===== src/hw/rtl/mlk_pkg.sv =====
`timescale 1ns / 1ps

package mlk_pkg;

  localparam int unsigned TickW = 16;
  localparam int unsigned CfgW  = 16;

  localparam logic [TickW-1:0] DotReset  = 16'd100;
  localparam logic [TickW-1:0] DashReset = 16'd200;
  localparam logic [TickW-1:0] GapReset  = 16'd100;

  localparam logic [7:0] CharLo = 8'h61;
  localparam logic [7:0] CharHi = 8'h7A;

  typedef enum logic [1:0] {
    REG_DOT  = 2'd0,
    REG_DASH = 2'd1,
    REG_GAP  = 2'd2
  } cfg_reg_t;

  typedef enum logic [1:0] {
    PH_IDLE = 2'd0,
    PH_MARK = 2'd1,
    PH_GAP  = 2'd2,
    PH_END  = 2'd3
  } phase_t;

  typedef enum logic {
    MODE_CHAR = 1'b0,
    MODE_TICK = 1'b1
  } mode_t;

  typedef struct packed {
    logic [TickW-1:0] dot_ticks;
    logic [TickW-1:0] dash_ticks;
    logic [TickW-1:0] gap_ticks;
  } cfg_t;

  typedef struct packed {
    logic light_on;
    logic busy_res;
    logic accepted;
    logic bad_char;
  } res_t;

  // zero in a timing register counts as a single tick
  function automatic logic [TickW-1:0] at_least_one(input logic [TickW-1:0] v);
    at_least_one = (v == '0) ? {{(TickW-1){1'b0}}, 1'b1} : v;
  endfunction

  // element count in [6:4], elements in [3:0], first in bit 0, 1 = dash
  function automatic logic [6:0] letter_code(input logic [4:0] idx);
    case (idx)
      5'd0:    letter_code = 7'h22;
      5'd1:    letter_code = 7'h41;
      5'd2:    letter_code = 7'h45;
      5'd3:    letter_code = 7'h31;
      5'd4:    letter_code = 7'h10;
      5'd5:    letter_code = 7'h44;
      5'd6:    letter_code = 7'h33;
      5'd7:    letter_code = 7'h40;
      5'd8:    letter_code = 7'h20;
      5'd9:    letter_code = 7'h4E;
      5'd10:   letter_code = 7'h35;
      5'd11:   letter_code = 7'h42;
      5'd12:   letter_code = 7'h23;
      5'd13:   letter_code = 7'h21;
      5'd14:   letter_code = 7'h37;
      5'd15:   letter_code = 7'h46;
      5'd16:   letter_code = 7'h4B;
      5'd17:   letter_code = 7'h32;
      5'd18:   letter_code = 7'h30;
      5'd19:   letter_code = 7'h11;
      5'd20:   letter_code = 7'h34;
      5'd21:   letter_code = 7'h48;
      5'd22:   letter_code = 7'h36;
      5'd23:   letter_code = 7'h49;
      5'd24:   letter_code = 7'h4D;
      5'd25:   letter_code = 7'h43;
      default: letter_code = 7'h00;
    endcase
  endfunction

endpackage


===== src/hw/rtl/morse_letter_keyer_top.sv =====
`timescale 1ns / 1ps

// Morse letter keyer.
// Input channel (in_valid/in_ready): mode 0 offers a character in char_code,
// mode 1 marks one time tick. Every input transaction yields exactly one
// result transaction (out_valid/out_ready) carrying light_on, busy_res,
// accepted and bad_char as they stand after that item.
// A character is only taken while nothing is being sent; otherwise the
// result reports accepted 0 and the keyer carries on.
// Path: each item passes the input register, then the result register, whose
// contents form the result transaction.
// Throughput: one item per cycle unless the receiver stalls, set by the single
// table lookup and tick counter update between those two registers.
// Receiver stall: the result register holds; the input register still takes
// one more item, after which in_ready drops until the result is taken.
// Timing registers are written through cfg_we/cfg_index/cfg_wdata
// (0 dot, 1 dash, 2 gap); a value of 0 behaves as 1 tick.
// Reset (rst, synchronous): registers back to 100/200/100, keyer idle,
// both pipeline registers empty.
module morse_letter_keyer_top (
  input  logic                     clk,
  input  logic                     rst,
  input  logic                     in_valid,
  output logic                     in_ready,
  input  logic                     mode,
  input  logic [7:0]               char_code,
  output logic                     out_valid,
  input  logic                     out_ready,
  output logic                     light_on,
  output logic                     busy_res,
  output logic                     accepted,
  output logic                     bad_char,
  input  logic                     cfg_we,
  input  logic [1:0]               cfg_index,
  input  logic [mlk_pkg::CfgW-1:0] cfg_wdata
);
  import mlk_pkg::*;

  cfg_t       cfg;
  res_t       res;
  logic       in_vld;
  logic       in_mode;
  logic [7:0] in_char;
  logic       advance;

  // result slot frees up this cycle
  assign advance  = !out_valid || out_ready;
  assign in_ready = !in_vld || advance;

  mlk_cfg_regs u_cfg (
    .clk       (clk),
    .rst       (rst),
    .cfg_we    (cfg_we),
    .cfg_index (cfg_index),
    .cfg_wdata (cfg_wdata),
    .cfg       (cfg)
  );

  mlk_engine u_engine (
    .clk       (clk),
    .rst       (rst),
    .step      (in_vld && advance),
    .mode      (in_mode),
    .char_code (in_char),
    .cfg       (cfg),
    .res       (res)
  );

  always_ff @(posedge clk) begin
    if (rst) begin
      in_vld <= 1'b0;
    end else if (in_ready) begin
      in_vld <= in_valid;
    end
  end

  always_ff @(posedge clk) begin
    if (in_valid && in_ready) begin
      in_mode <= mode;
      in_char <= char_code;
    end
  end

  always_ff @(posedge clk) begin
    if (rst) begin
      out_valid <= 1'b0;
    end else if (advance) begin
      out_valid <= in_vld;
    end
  end

  always_ff @(posedge clk) begin
    if (in_vld && advance) begin
      light_on <= res.light_on;
      busy_res <= res.busy_res;
      accepted <= res.accepted;
      bad_char <= res.bad_char;
    end
  end

endmodule


===== src/hw/rtl/mlk_cfg_regs.sv =====
`timescale 1ns / 1ps

module mlk_cfg_regs (
  input  logic                      clk,
  input  logic                      rst,
  input  logic                      cfg_we,
  input  logic [1:0]                cfg_index,
  input  logic [mlk_pkg::CfgW-1:0]  cfg_wdata,
  output mlk_pkg::cfg_t             cfg
);
  import mlk_pkg::*;

  always_ff @(posedge clk) begin
    if (rst) begin
      cfg.dot_ticks  <= DotReset;
      cfg.dash_ticks <= DashReset;
      cfg.gap_ticks  <= GapReset;
    end else if (cfg_we) begin
      unique case (cfg_index)
        REG_DOT:  cfg.dot_ticks  <= cfg_wdata;
        REG_DASH: cfg.dash_ticks <= cfg_wdata;
        REG_GAP:  cfg.gap_ticks  <= cfg_wdata;
        default:  ;
      endcase
    end
  end

endmodule


===== src/hw/rtl/mlk_engine.sv =====
`timescale 1ns / 1ps

module mlk_engine (
  input  logic           clk,
  input  logic           rst,
  input  logic           step,
  input  logic           mode,
  input  logic [7:0]     char_code,
  input  mlk_pkg::cfg_t  cfg,
  output mlk_pkg::res_t  res
);
  import mlk_pkg::*;

  phase_t           phase, phase_next;
  logic [3:0]       pattern_bits, pattern_bits_next;
  logic [2:0]       elements_left, elements_left_next;
  logic [TickW-1:0] tick_count, tick_count_next;
  logic             took, bad;

  logic [TickW-1:0] cnt_dec;
  logic [7:0]       char_off;
  logic [6:0]       code;
  logic             is_letter;
  logic [TickW-1:0] dot_len, dash_len, gap_len;

  assign cnt_dec   = (tick_count != '0) ? tick_count - 16'd1 : '0;
  assign char_off  = char_code - CharLo;
  assign code      = letter_code(char_off[4:0]);
  assign is_letter = (char_code >= CharLo) && (char_code <= CharHi);
  assign dot_len   = at_least_one(cfg.dot_ticks);
  assign dash_len  = at_least_one(cfg.dash_ticks);
  assign gap_len   = at_least_one(cfg.gap_ticks);

  always_comb begin
    phase_next         = phase;
    pattern_bits_next  = pattern_bits;
    elements_left_next = elements_left;
    tick_count_next    = tick_count;
    took               = 1'b0;
    bad                = 1'b0;
    if (step) begin
      if (mode == MODE_TICK) begin
        if (phase != PH_IDLE) begin
          if (cnt_dec != '0) begin
            tick_count_next = cnt_dec;
          end else begin
            unique case (phase)
              PH_MARK: begin
                phase_next      = PH_GAP;
                tick_count_next = gap_len;
              end
              PH_GAP: begin
                if (elements_left != '0) begin
                  elements_left_next = elements_left - 3'd1;
                  pattern_bits_next  = {1'b0, pattern_bits[3:1]};
                  phase_next         = PH_MARK;
                  tick_count_next    = pattern_bits[0] ? dash_len : dot_len;
                end else begin
                  phase_next      = PH_END;
                  tick_count_next = gap_len;
                end
              end
              PH_END: begin
                phase_next         = PH_IDLE;
                pattern_bits_next  = '0;
                elements_left_next = '0;
                tick_count_next    = cnt_dec;
              end
              default: ;
            endcase
          end
        end
      end else if (phase == PH_IDLE) begin
        took = 1'b1;
        if (is_letter) begin
          pattern_bits_next  = {1'b0, code[3:1]};
          elements_left_next = code[6:4] - 3'd1;
          phase_next         = PH_MARK;
          tick_count_next    = code[0] ? dash_len : dot_len;
        end else begin
          bad                = 1'b1;
          pattern_bits_next  = '0;
          elements_left_next = '0;
          phase_next         = PH_END;
          tick_count_next    = gap_len;
        end
      end
    end
  end

  always_comb begin
    res.light_on = (phase_next == PH_MARK);
    res.busy_res = (phase_next != PH_IDLE);
    res.accepted = took;
    res.bad_char = bad;
  end

  always_ff @(posedge clk) begin
    if (rst) begin
      phase         <= PH_IDLE;
      pattern_bits  <= '0;
      elements_left <= '0;
      tick_count    <= '0;
    end else begin
      phase         <= phase_next;
      pattern_bits  <= pattern_bits_next;
      elements_left <= elements_left_next;
      tick_count    <= tick_count_next;
    end
  end

endmodule


===== config.mk =====
export PLATFORM = sky130hd
export DESIGN_NAME = morse_letter_keyer_top
export DESIGN_NICKNAME = d
export VERILOG_FILES = /design/src/hw/rtl/mlk_pkg.sv /design/src/hw/rtl/morse_letter_keyer_top.sv /design/src/hw/rtl/mlk_cfg_regs.sv /design/src/hw/rtl/mlk_engine.sv
export SDC_FILE = /design/constraint.sdc
export NUM_CORES = 1
export LEC_CHECK = 0
export BUFFER_PORTS_ARGS = -buffer_cell sky130_fd_sc_hd__buf_2
export CAP_MARGIN = 20
export CORE_MARGIN = 10
export CORE_UTILIZATION = 66
export CTS_BUF_LIST = sky130_fd_sc_hd__clkbuf_8 sky130_fd_sc_hd__clkbuf_16
export CTS_CLUSTER_DIAMETER = 150
export DETAILED_ROUTE_END_ITERATION = 7
export PLACE_DENSITY = 0.86
export SLEW_MARGIN = 0
export SYNTH_ARGS = -nofsm -noshare
export SYNTH_HDL_FRONTEND = slang
export SYNTH_SLANG_ARGS = --single-unit

===== constraint.sdc =====
create_clock -name clk -period 7.3 [get_ports clk]
set_clock_uncertainty 0.2 [all_clocks]
set_input_delay 0.365 -clock clk [delete_from_list [all_inputs] [get_ports clk]]
set_output_delay 0.365 -clock clk [all_outputs]
set_load 0.005 [all_outputs]

Word level (Yosys, flattened, before mapping):

Memories as Yosys holds them, arrays and structs flattened.
Index checks and enable logic that the tools add are counted.

* bits in read-only memories: 224
* memories: 1
* register bits: 88
* input port bits: 32
* logic and storage cells: 95
* output and inout port bits: 6

Memory list
* (no name shown): words 32, width 7, read ports 1, clocked after Yosys merged registers in 0, wr ports 0, line mlk_pkg.sv:53 `case (idx)`

* eq/ne operators: 11
* bitwise operators: 1
* reductions and logical operators: 24
* multiplexer cells: 37
* $add $sub $neg: 4
* $lt $le $gt $ge: 2

Operator list (count)
* $mux W16: 12
* $logic_not A16 Y1: 3
* $pmux W16 S3: 1
* $reduce_bool A16 Y1: 2
* $mux W3: 7
* $mux W4: 5
* $sub A16 B1 Y16 const B: 1
* $mux W2: 7
* $ge A8 B7 Y1 const B: 1
* $le A8 B7 Y1 const B: 1
* $pmux W4 S2: 1
* $eq A2 B1 Y1 const B: 3
* $eq A2 B2 Y1 const B: 3
* $pmux W2 S3: 1
* $pmux W3 S2: 1
* $reduce_and A2 Y1: 3
* $reduce_and A6 Y1: 1
* $reduce_bool A2 Y1: 3
* $sub A3 B1 Y3 const B: 2
* $ne A5 B1 Y1 const B: 1
* $sub A5 B1 Y5 const B: 1
* $logic_not A2 Y1: 2
* $reduce_and A4 Y1: 1
* $logic_and A1 B1 Y1: 3
* other kinds (10): 13

Longest topological paths before layout:

Gate-level depths: netlist (run 1).

* depth in word-level cells: 8
* gate-level depth with buffers: 14
* depth with buffers taken out: 12

Hierarchy:

A second synthesis (run 1) with hierarchy kept.

* cell total of the unflattened synthesis: 661
* area, all modules: 5691.7 um^2

By module, submodules not included
* mlk_engine: area each 3261.9 um^2, times used 1, cells an instance 457
* mlk_cfg_regs: area each 1935.6 um^2, times used 1, cells an instance 181
* morse_letter_keyer_top: area each 494.2 um^2, times used 1, cells an instance 23

Least setup slack after synthesis (run 1):

No wires, ideal clock.

* path type: reg-to-reg
* start: reg u_engine.tick_count[0]
* end: reg light_on, data pin
* required time: 6.845 ns
* arrival time: 2.751 ns
* library setup time: 0.255 ns
* clock period less this slack: 3.206 ns
* cell stages (with the launch flop): 12
* path slack: 4.094 ns
* cell sequence: dfxtp_1 -> inv_1 -> ha_1 -> or3b_2 -> nor4b_1 -> mux2i_1 -> o211ai_1 -> a2111oi_4 -> buf_6 -> nand2_1 -> a21boi_0 -> o21ba_2

RTL lines
* from (decl): line mlk_engine.sv:17 `logic [TickW-1:0] tick_count, tick_count_next;`
* from (signal assigned): line mlk_engine.sv:108 `tick_count <= tick_count_next;`
* to (signal assigned): line morse_letter_keyer_top.sv:94 `light_on <= res.light_on;`
* to (decl): line morse_letter_keyer_top.sv:29 `output logic light_on,`

Worst setup path after layout (run 1):

* start: reg in_char[0]
* end: reg u_engine.tick_count[11]

* longest elaborated chain between the ends: 6
* elaborated cells on any way between the ends: 9

Ends and longest elaborated chain
* from (decl): line morse_letter_keyer_top.sv:43 `logic [7:0] in_char;`
* from (signal assigned): line morse_letter_keyer_top.sv:80 `in_char <= char_code;`
* $sub A5 B1 Y5: line mlk_engine.sv:27 `assign char_off = char_code - CharLo;`
* $mem_v2 Z32 W7
* $mux W16: line mlk_engine.sv:79 `tick_count_next = code[0] ? dash_len : dot_len;`
* $mux W16 *: line mlk_engine.sv:75 `if (is_letter) begin`
* $mux W16 *: line mlk_engine.sv:73 `end else if (phase == PH_IDLE) begin`
* $mux W16 *: line mlk_engine.sv:42 `if (mode == MODE_TICK) begin`

Every way passes the cells marked *; elsewhere a longest branch is shown, timed or not. The select of a mux whose other input is x is not followed.
A chain may end at the register's enable or synchronous reset.

==> run summary, run 1 <==
Input and output buffers added on the ports amount to 37. The switching power is 387 µW. The final layout contains 730 nets. The half-perimeter wire length after detailed placement is 10200 µm.

The reg-to-reg startpoint is in_char[0]. The max-cap check violation count came out at 0. The number of storage elements in the synthesis netlist is 87. Dividing the synthesized area by the synthesized cell count gives 7.91 µm².

The layout overhead on the synthesized area came out at 8.20%. Across every metal layer, demand over resource in global routing totals 24.6%. The end of the worst register-to-register path is u_engine.tick_count[11]. The final worst slack is 2.59 ns.

The total iterations of the first detailed-routing run came out at 7. The count of routing violations after the opening detailed-route iteration came out at 610. The number of vias after detailed routing came out at 5272.

The fraction of final layout cells sized beyond drive strength 1 came out at 11.4%. The floorplan step defined a die boundary enclosing 12100 µm². The count of synthesis-stage warnings from yosys is 0. Setup repair after global routing left no endpoint under its margin. After technology mapping, the gate count stands at 673. The clock share of power is 30.8%.

STA classifies the critical path endpoint as a flip-flop. The maximum cell stage delay along the critical path is 0.93 ns. In this run the cell area measured after placement is 5450 µm². The worst hold path terminates at u_cfg.cfg[19]. The actual transition at the worst max-transition pin came out at 1.10 ns.

The portion of total power attributed to combinational logic came out at 22.9%. Data on the critical path is required at its endpoint by 7.32 ns. The final design utilization is 73.8%. The via count normalized by instance count came out at 6.64. The die outline width came out at 110 µm. TritonCTS built the clock tree.

The minimum clock period came out at 4.71 ns. Based on the critical path, the design can be clocked at up to 213 MHz. The count of final max-slew check failures is 0. In the layout the commonest cells are sky130_fd_sc_hd__nand2_1 (139), sky130_fd_sc_hd__dfxtp_1 (74), sky130_fd_sc_hd__a21oi_1 (68), sky130_fd_sc_hd__o21ai_0 (49), sky130_fd_sc_hd__buf_2 (38). After detailed routing, the number of remaining DRC violations is 0.

The sequential share of the synthesized area came out at 35.2%. The largest net degree at the start of global routing came out at 77. The H-tree generated during clock tree synthesis spans 3 levels.

Summing every instance area after synthesis gives 5330 µm². In this run the most critical hold path is launched from cfg_wdata[3]. The min-delay analysis places its worst path in the category in -> reg.

The cell count of the worst hold path is 3. 0 antenna diodes ended up in the layout. Per report_power, the sequential group accounts for 46.3% of the total. The average wire per cell in the routed design is 18.7 µm.

The initial utilization of the core area, before any placement, comes to 68.2%. The die height is 110 µm. The final instance area came out at 5760 µm². The remaining antenna violation count after routing is 0.

Yosys mapped a number of flops with a built-in enable equal to 13. The remaining global-route overflow came out at 0. The post-synthesis async set-or-reset flop share came out at 0%.

The highest fanout seen on the critical path came out at 16. STA classifies the critical path startpoint as a flip-flop. Clock latency on the worst-skew pair, taken at its later pin, is 0.36 ns. The switching fraction of total power came out at 33.0%. The number of nets in the synthesized netlist is 716. The flow ran to the end, and the final reports show no timing, DRC or antenna violations. Clock-pin slew was measured on the worst setup and hold paths at 0.10 ns. Counting both buffers and inverters, the worst setup path holds a total of 1.

The ratio of final minimum period to clock period is 64.5%. The number of ports placed on the die boundary is 38. The leakage power summed over all cells came out at 2.07 nW. Cell internal power was estimated by the tool at 785 µW. The dominant register cell in the synthesized netlist is sky130_fd_sc_hd__dfxtp_1.

The slowest stage of the critical path is the sky130_fd_sc_hd__o31ai_4 cell. The worst slack after detailed placement came out at 2.69 ns. The unique cell type count in the Yosys netlist came out at 66.

The number of cells traversed by the worst register-to-register path is 9. The signal on the critical path passes through inv_1 > ha_1 > nor3b_1 > xor2_1 > o21ai_0 > o31ai_4 > mux2_2 > o221ai_1 > a211oi_1. By startpoint and endpoint, the worst setup path is classified as reg -> reg. Setup violations remaining at the end of the flow were counted as 0.

The commonest non-fill, non-tap cell in the layout is sky130_fd_sc_hd__nand2_1. The core footprint came out at 7810 µm². The power per standard cell area came out at 203 nW/µm².

The worst-case clock buffer depth is 2. Setup slack on the worst reg-to-reg path comes out at 2.59 ns. The number of global-route vias before repair came out at 4807. The first global-routing pass estimated 24100 µm of wire. The worst pin sits at a relative slew slack of 26.7%.

The floorplan has 32 rows. The worst path arrival time is 4.72 ns. Grouping stages by cell kind, the critical path spends the most delay in compound AO/OA/AOI/OAI gates. The total count of hold-check failures in the final report is 0.

The TritonCTS buffer count is 9. The final estimated routing congestion in global placement came out at 0.955. The number of clock sinks came out at 87. The initial antenna violation count came to 0. IR analysis of the VDD net gives a maximum drop of 0.000154 V. Setup total negative slack on the finished layout was measured at 0 ns. The tree is rooted in a sky130_fd_sc_hd__clkbuf_8.

The overall routed net length came out at 14900 µm. The number of setup buffers added after CTS is 0.
[power groups by stage]
stage | logic (mW) | clock network, mW | registers [mW]
2_1_floorplan | 0.216 | 0 | 0.534
4_1_cts | 0.260 | 0.360 | 0.541
3_5_place_dp | 0.255 | 0 | 0.552
3_3_place_gp | 0.250 | 0 | 0.550
6_report | 0.268 | 0.361 | 0.543
5_1_grt | 0.295 | 0.381 | 0.546
[metal layers]
layer,vias up,global-route usage [%],part of all wire (%)
met3,38,6.55,12
met5,-,0,0
met4,0,6.60,1.9
li1,2462,-,-
met2,318,35.6,43
met1,2454,35.1,43
[area by class of cell]
cell class	instances	area, µm²
clock buffers	9	124
clock inverters	7	91.3
fillers	607	2050
inverters	11	41.3
multi-input cells	527	3200
flip-flops and latches	87	1870
well taps	102	128
repair buffers	51	310
[logic make-up (layout without fill, tap and decap cells)]
group,Yosys count,count (layout),share of synthesized area (%)
and+or+nand+nor,278,278,25.2
AOI/OAI and AO/OA,180,180,21.5
DFF,87,87,35.2
buffers and inverters,59,78,4.84
muxes,43,43,8.22
xor gates and xnor gates,15,15,2.47
adders and majority gates,11,11,2.58
[state kept, by name, summed over array words and instances (netlist names), 2 cells and up]
name and count:
u_engine.pattern_bits 3, u_cfg.cfg 48, u_engine.tick_count 16, in_char 8
u_engine.phase 2, u_engine.elements_left 3
[synthesized netlist by cell type (3+ instances only)]
library cell | count | area, µm²
sky130_fd_sc_hd__mux2_2 | 6 | 67.6
sky130_fd_sc_hd__clkbuf_1 | 40 | 150
sky130_fd_sc_hd__ha_1 | 11 | 138
sky130_fd_sc_hd__a21oi_1 | 68 | 340
sky130_fd_sc_hd__inv_1 | 11 | 41.3
sky130_fd_sc_hd__nand3_1 | 4 | 20.0
sky130_fd_sc_hd__or3_1 | 13 | 81.3
sky130_fd_sc_hd__mux2i_1 | 37 | 370
sky130_fd_sc_hd__xnor2_1 | 8 | 70.1
sky130_fd_sc_hd__buf_6 | 3 | 33.8
sky130_fd_sc_hd__nor4b_1 | 4 | 35.0
sky130_fd_sc_hd__nor2_1 | 37 | 139
sky130_fd_sc_hd__nor2b_1 | 5 | 31.3
sky130_fd_sc_hd__a2111oi_2 | 3 | 45.0
sky130_fd_sc_hd__or4_1 | 4 | 30.0
sky130_fd_sc_hd__a211oi_1 | 9 | 67.6
sky130_fd_sc_hd__nor4_1 | 15 | 93.8
sky130_fd_sc_hd__a2111oi_1 | 4 | 40.0
sky130_fd_sc_hd__xor2_1 | 7 | 61.3
sky130_fd_sc_hd__o21ai_0 | 49 | 245
sky130_fd_sc_hd__nor3_1 | 17 | 85.1
sky130_fd_sc_hd__and2_1 | 5 | 31.3
sky130_fd_sc_hd__o221ai_1 | 6 | 52.6
sky130_fd_sc_hd__nand2b_1 | 5 | 31.3
sky130_fd_sc_hd__nand3b_1 | 11 | 82.6
sky130_fd_sc_hd__a41oi_1 | 4 | 35.0
sky130_fd_sc_hd__nor3b_1 | 4 | 30.0
sky130_fd_sc_hd__nand2_1 | 139 | 522
sky130_fd_sc_hd__dfxtp_1 | 74 | 1480
sky130_fd_sc_hd__and3b_1 | 3 | 26.3
sky130_fd_sc_hd__a31oi_1 | 5 | 31.3
sky130_fd_sc_hd__edfxtp_1 | 13 | 390
sky130_fd_sc_hd__o22ai_1 | 5 | 31.3
[stage by stage]
stage / total power, mW / std cells / hold slack (ns)
2_1_floorplan: 0.750 / 673 / 0.231
3_3_place_gp: 0.800 / 768 / 0.241
3_5_place_dp: 0.807 / 768 / 0.249
4_1_cts: 1.16 / 793 / 0.0386
5_1_grt: 1.22 / 794 / 0.0554
6_report: 1.17 / 794 / 0.0528
[how the worst max path moves through the flow]
stage	endpoint	start	cells past startpoint
final	u_engine.tick_count[11]	in_char[0]	9
after global routing	u_engine.tick_count[11]	in_char[0]	9
after CTS	u_engine.tick_count[11]	in_char[0]	9
after detailed placement	u_engine.tick_count[11]	in_char[0]	9
after global placement	u_engine.tick_count[9]	in_char[0]	9
after floorplan	light_on	u_engine.tick_count[0]	11
[worst min-delay path, stage by stage]
cell and delay, ns:
sky130_fd_sc_hd__buf_2 0.10, sky130_fd_sc_hd__nand2_1 0.05, sky130_fd_sc_hd__nand3b_1 0.07
[repair_timing]
item,CTS,global route
endpoints found under the setup margin,0,0
gates resized for setup,0,0
hold buffers,9,0
endpoints found under the hold margin,9,0
No activity file was read; power rests on OpenSTA's default activity.
==> run 2: changes to the inputs <==
--- a/config.mk
+++ b/config.mk
@@ -8,11 +8,11 @@
 export BUFFER_PORTS_ARGS = -buffer_cell sky130_fd_sc_hd__buf_2
 export CAP_MARGIN = 20
 export CORE_MARGIN = 10
-export CORE_UTILIZATION = 66
+export CORE_UTILIZATION = 55
 export CTS_BUF_LIST = sky130_fd_sc_hd__clkbuf_8 sky130_fd_sc_hd__clkbuf_16
 export CTS_CLUSTER_DIAMETER = 150
 export DETAILED_ROUTE_END_ITERATION = 7
-export PLACE_DENSITY = 0.86
+export PLACE_DENSITY = 0.77
 export SLEW_MARGIN = 0
 export SYNTH_ARGS = -nofsm -noshare
 export SYNTH_HDL_FRONTEND = slang
==> constraint.sdc (replaced) <==
create_clock -name clk -period 4 [get_ports clk]
set_clock_uncertainty 0.2 [all_clocks]
set_input_delay 0.2 -clock clk [delete_from_list [all_inputs] [get_ports clk]]
set_output_delay 0.2 -clock clk [all_outputs]
set_load 0.005 [all_outputs]
==> run 2 against run 1 <==
  * Sequential share of layout area fell by 1.3 points
  * Worst hold slack improved by 0.051 ns
  * Fmax grew 33%
==> run summary, run 2 (synthesis gave the netlist of run 1 again) <==
The die height came out at 118 µm (was 110 µm). The highest fanout seen on the critical path is 16 (unchanged). The switching fraction of total power came to 34.3% (was 33.0%). The number of H-tree levels came out at 3 (unchanged).

The number of clock sinks is 87 (unchanged). The register containing the most flip-flops in the final layout is u_cfg.cfg (unchanged). The setup violation total in the final timing report is 0 (unchanged). The commonest non-fill, non-tap cell in the layout is sky130_fd_sc_hd__nand2_1 (unchanged). The minimum clock period came to 3.54 ns (was 4.71 ns). The fraction of final layout cells sized beyond drive strength 1 came out at 12.0% (was 11.4%). The actual transition at the worst max-transition pin came to 1.11 ns (was 1.10 ns). The count of cells resized by post-cts repair came out at 0 (unchanged).

The switching power came out at 730 µW (was 387 µW). The path type of the worst min-delay path was in -> reg (unchanged). The maximum resistive drop on vdd came out at 0.000240 V (was 0.000154 V).

The root cell of the clock tree is sky130_fd_sc_hd__clkbuf_8 (unchanged). The count of routing violations after the opening detailed-route iteration came to 510 (was 610). The final estimated routing congestion in global placement is 0.891 (was 0.955). The number of hold buffers added after CTS is 27 (was 9). The number of global-route vias before repair is 4812 (was 4807). The core footprint came out at 9330 µm² (was 7810 µm²). The flip-flop and latch area came out at 1870 µm² (unchanged).

The worst path arrival time is 3.59 ns (was 4.72 ns). The reg-to-reg startpoint is u_engine.tick_count[2] (was in_char[0]). The beginning of the critical path was u_engine.tick_count[2] (was in_char[0]). The part of the total power dissipated in sequential elements came out at 46.2% (was 46.3%).

Run status: completed (unchanged). The die outline width is 118 µm (was 110 µm). The CTS tree was built (unchanged). The average wire per cell in the routed design is 17.7 µm (was 18.7 µm). The worst-case clock buffer depth is 2 (unchanged). The number of rows created at floorplan came to 35 (was 32). The end of the worst register-to-register path is u_engine.tick_count[1] (was u_engine.tick_count[11]). The detailed-route DRC error count came to 0 (unchanged). The ratio of final minimum period to clock period is 88.5% (was 64.5%). The relative slew slack came out at 25.4% (was 26.7%). The total negative slack for setup checks is 0 ns (unchanged). The total iterations of the first detailed-routing run came out at 5 (was 7).

The remaining global-route overflow is 0 (unchanged). The antenna diode count came out at 0 (unchanged). The number of ports placed on the die boundary is 38 (unchanged).

The clock insertion delay at the later pin of the skew report came to 0.37 ns (was 0.36 ns). The largest net degree at the start of global routing is 41 (was 77). The power per standard cell area came to 354 nW/µm² (was 203 nW/µm²).

The initial antenna violation count is 0 (unchanged). The overall routed net length is 14900 µm (about the same). The leakage power summed over all cells is 2.17 nW (was 2.07 nW). The aggregate global-route resource usage is 20.4% (was 24.6%). The max-cap check violation count is 0 (unchanged). The count of final max-slew check failures is 0 (unchanged). RSZ-0062 raised after global routing: false (unchanged).

Commonest non-fill, non-tap cells in the layout: sky130_fd_sc_hd__nand2_1 (139), sky130_fd_sc_hd__dfxtp_1 (74), sky130_fd_sc_hd__a21oi_1 (68), sky130_fd_sc_hd__o21ai_0 (49) (was sky130_fd_sc_hd__nand2_1 (139), sky130_fd_sc_hd__dfxtp_1 (74), sky130_fd_sc_hd__a21oi_1 (68), sky130_fd_sc_hd__o21ai_0 (49), sky130_fd_sc_hd__buf_2 (38)). The highest attainable clock frequency came to 282 MHz (was 213 MHz). The start-to-end type of the worst setup path is reg -> reg (unchanged). The clock share of power came out at 29.4% (was 30.8%). The first-pass GRT wire length was 24400 µm (was 24100 µm).

The remaining antenna violation count after routing came to 0 (unchanged). The starting utilization of the core area is 57.1% (was 68.2%). The area of the die came out at 14000 µm² (was 12100 µm²). Largest registers: u_cfg.cfg: 48 flops, u_engine.tick_count: 16 flops, in_char: 8 flops (unchanged). The final design utilization came out at 64.4% (was 73.8%). The TritonCTS buffer count came out at 9 (unchanged). The endpoint class of the critical path is a flip-flop (unchanged). The worst endpoint required time came to 4.05 ns (was 7.32 ns). The termination of the worst setup path is u_engine.tick_count[1] (was u_engine.tick_count[11]). The register-to-register setup slack came out at 0.46 ns (was 2.59 ns). The portion of total power attributed to combinational logic is 24.4% (was 22.9%). The count of buffers inserted at the top-level ports came to 37 (unchanged). The layout overhead on the synthesized area came out at 12.8% (was 8.20%).

The total count of hold-check failures in the final report is 0 (unchanged). The number of vias after detailed routing is 5247 (was 5272). The number of flip-flops in the largest register is 48 (unchanged). The number of cells traversed by the worst register-to-register path is 8 (was 9). The startpoint type of the worst setup path is a flip-flop (unchanged). The number of post-CTS setup repair buffers came to 0 (unchanged). The internal power summed over all cells is 1.40 mW (was 785 µW). The area of combinational cells with multiple inputs is 3200 µm² (about the same). The clock slew at the register clock pins of the worst setup and hold paths is 0.11 ns (was 0.10 ns).

The via count normalized by instance count came out at 6.21 (was 6.64). The fill cell instance count of the final layout came out at 819 (was 607). The half-perimeter wire length after detailed placement is 10400 µm (was 10200 µm). The final net count was 754 (was 730).
-- run 2: final cells by class --
class	instances	area share, %
multi-input combinational	527	53.3
clock inverter	7	1.15
sequential	87	31.2
tap	129	2.69
timing repair buffer	75	8.96
inverter	11	0.688
clock buffer	9	2.06
-- run 2: worst min-delay path by stage --
stage,endpoint,start,slack (ns),depth (start not counted)
finish,u_cfg.cfg[32],cfg_index[0],0.10,4
global route,u_cfg.cfg[36],cfg_index[1],0.12,4
CTS,u_cfg.cfg[32],cfg_index[1],0.09,4
detailed placement,in_char[2],char_code[2],0.18,1
global placement,in_char[4],char_code[4],0.18,1
floorplan,in_char[0],char_code[0],0.1,0
-- run 2: critical path, stage by stage, from the launching register on --
cell	delay, ns
sky130_fd_sc_hd__dfxtp_1	0.41
sky130_fd_sc_hd__nor4_1	0.62
sky130_fd_sc_hd__nand2_1	0.25
sky130_fd_sc_hd__nor3_1	0.22
sky130_fd_sc_hd__mux2_2	0.40
sky130_fd_sc_hd__a2111oi_4	0.52
sky130_fd_sc_hd__buf_4	0.31
sky130_fd_sc_hd__a21oi_1	0.09
sky130_fd_sc_hd__a2111oi_1	0.40
-- run 2: routing by layer --
layer / global-route usage (%) / vias to the layer above / part of all wire [%]
met5: 0 / - / 0
met2: 29.9 / 286 / 42
met3: 4.33 / 20 / 9.5
met4: 5.80 / 0 / 1.5
li1: - / 2499 / -
met1: 29.3 / 2442 / 47
-- run 2: power by group through the flow --
stage	Sequential [mW]	Combinational, mW	Clock, mW
after floorplan	0.975	0.394	0
after global placement	0.999	0.476	0
after detailed placement	1.00	0.486	0
after CTS	0.981	0.509	0.622
after global routing	0.990	0.566	0.666
final	0.984	0.519	0.625
-- run 2: through the flow --
stage	instances	worst slack (ns)	instance area [µm²]	hold slack (ns)	power, mW
3_3_place_gp	802	0.683	5540	0.177	1.47
5_1_grt	845	0.178	6010	0.118	2.22
4_1_cts	845	0.442	6010	0.0862	2.11
6_report	845	0.458	6010	0.104	2.13
3_5_place_dp	802	0.479	5540	0.178	1.49
2_1_floorplan	673	0.794	5330	0.0989	1.37
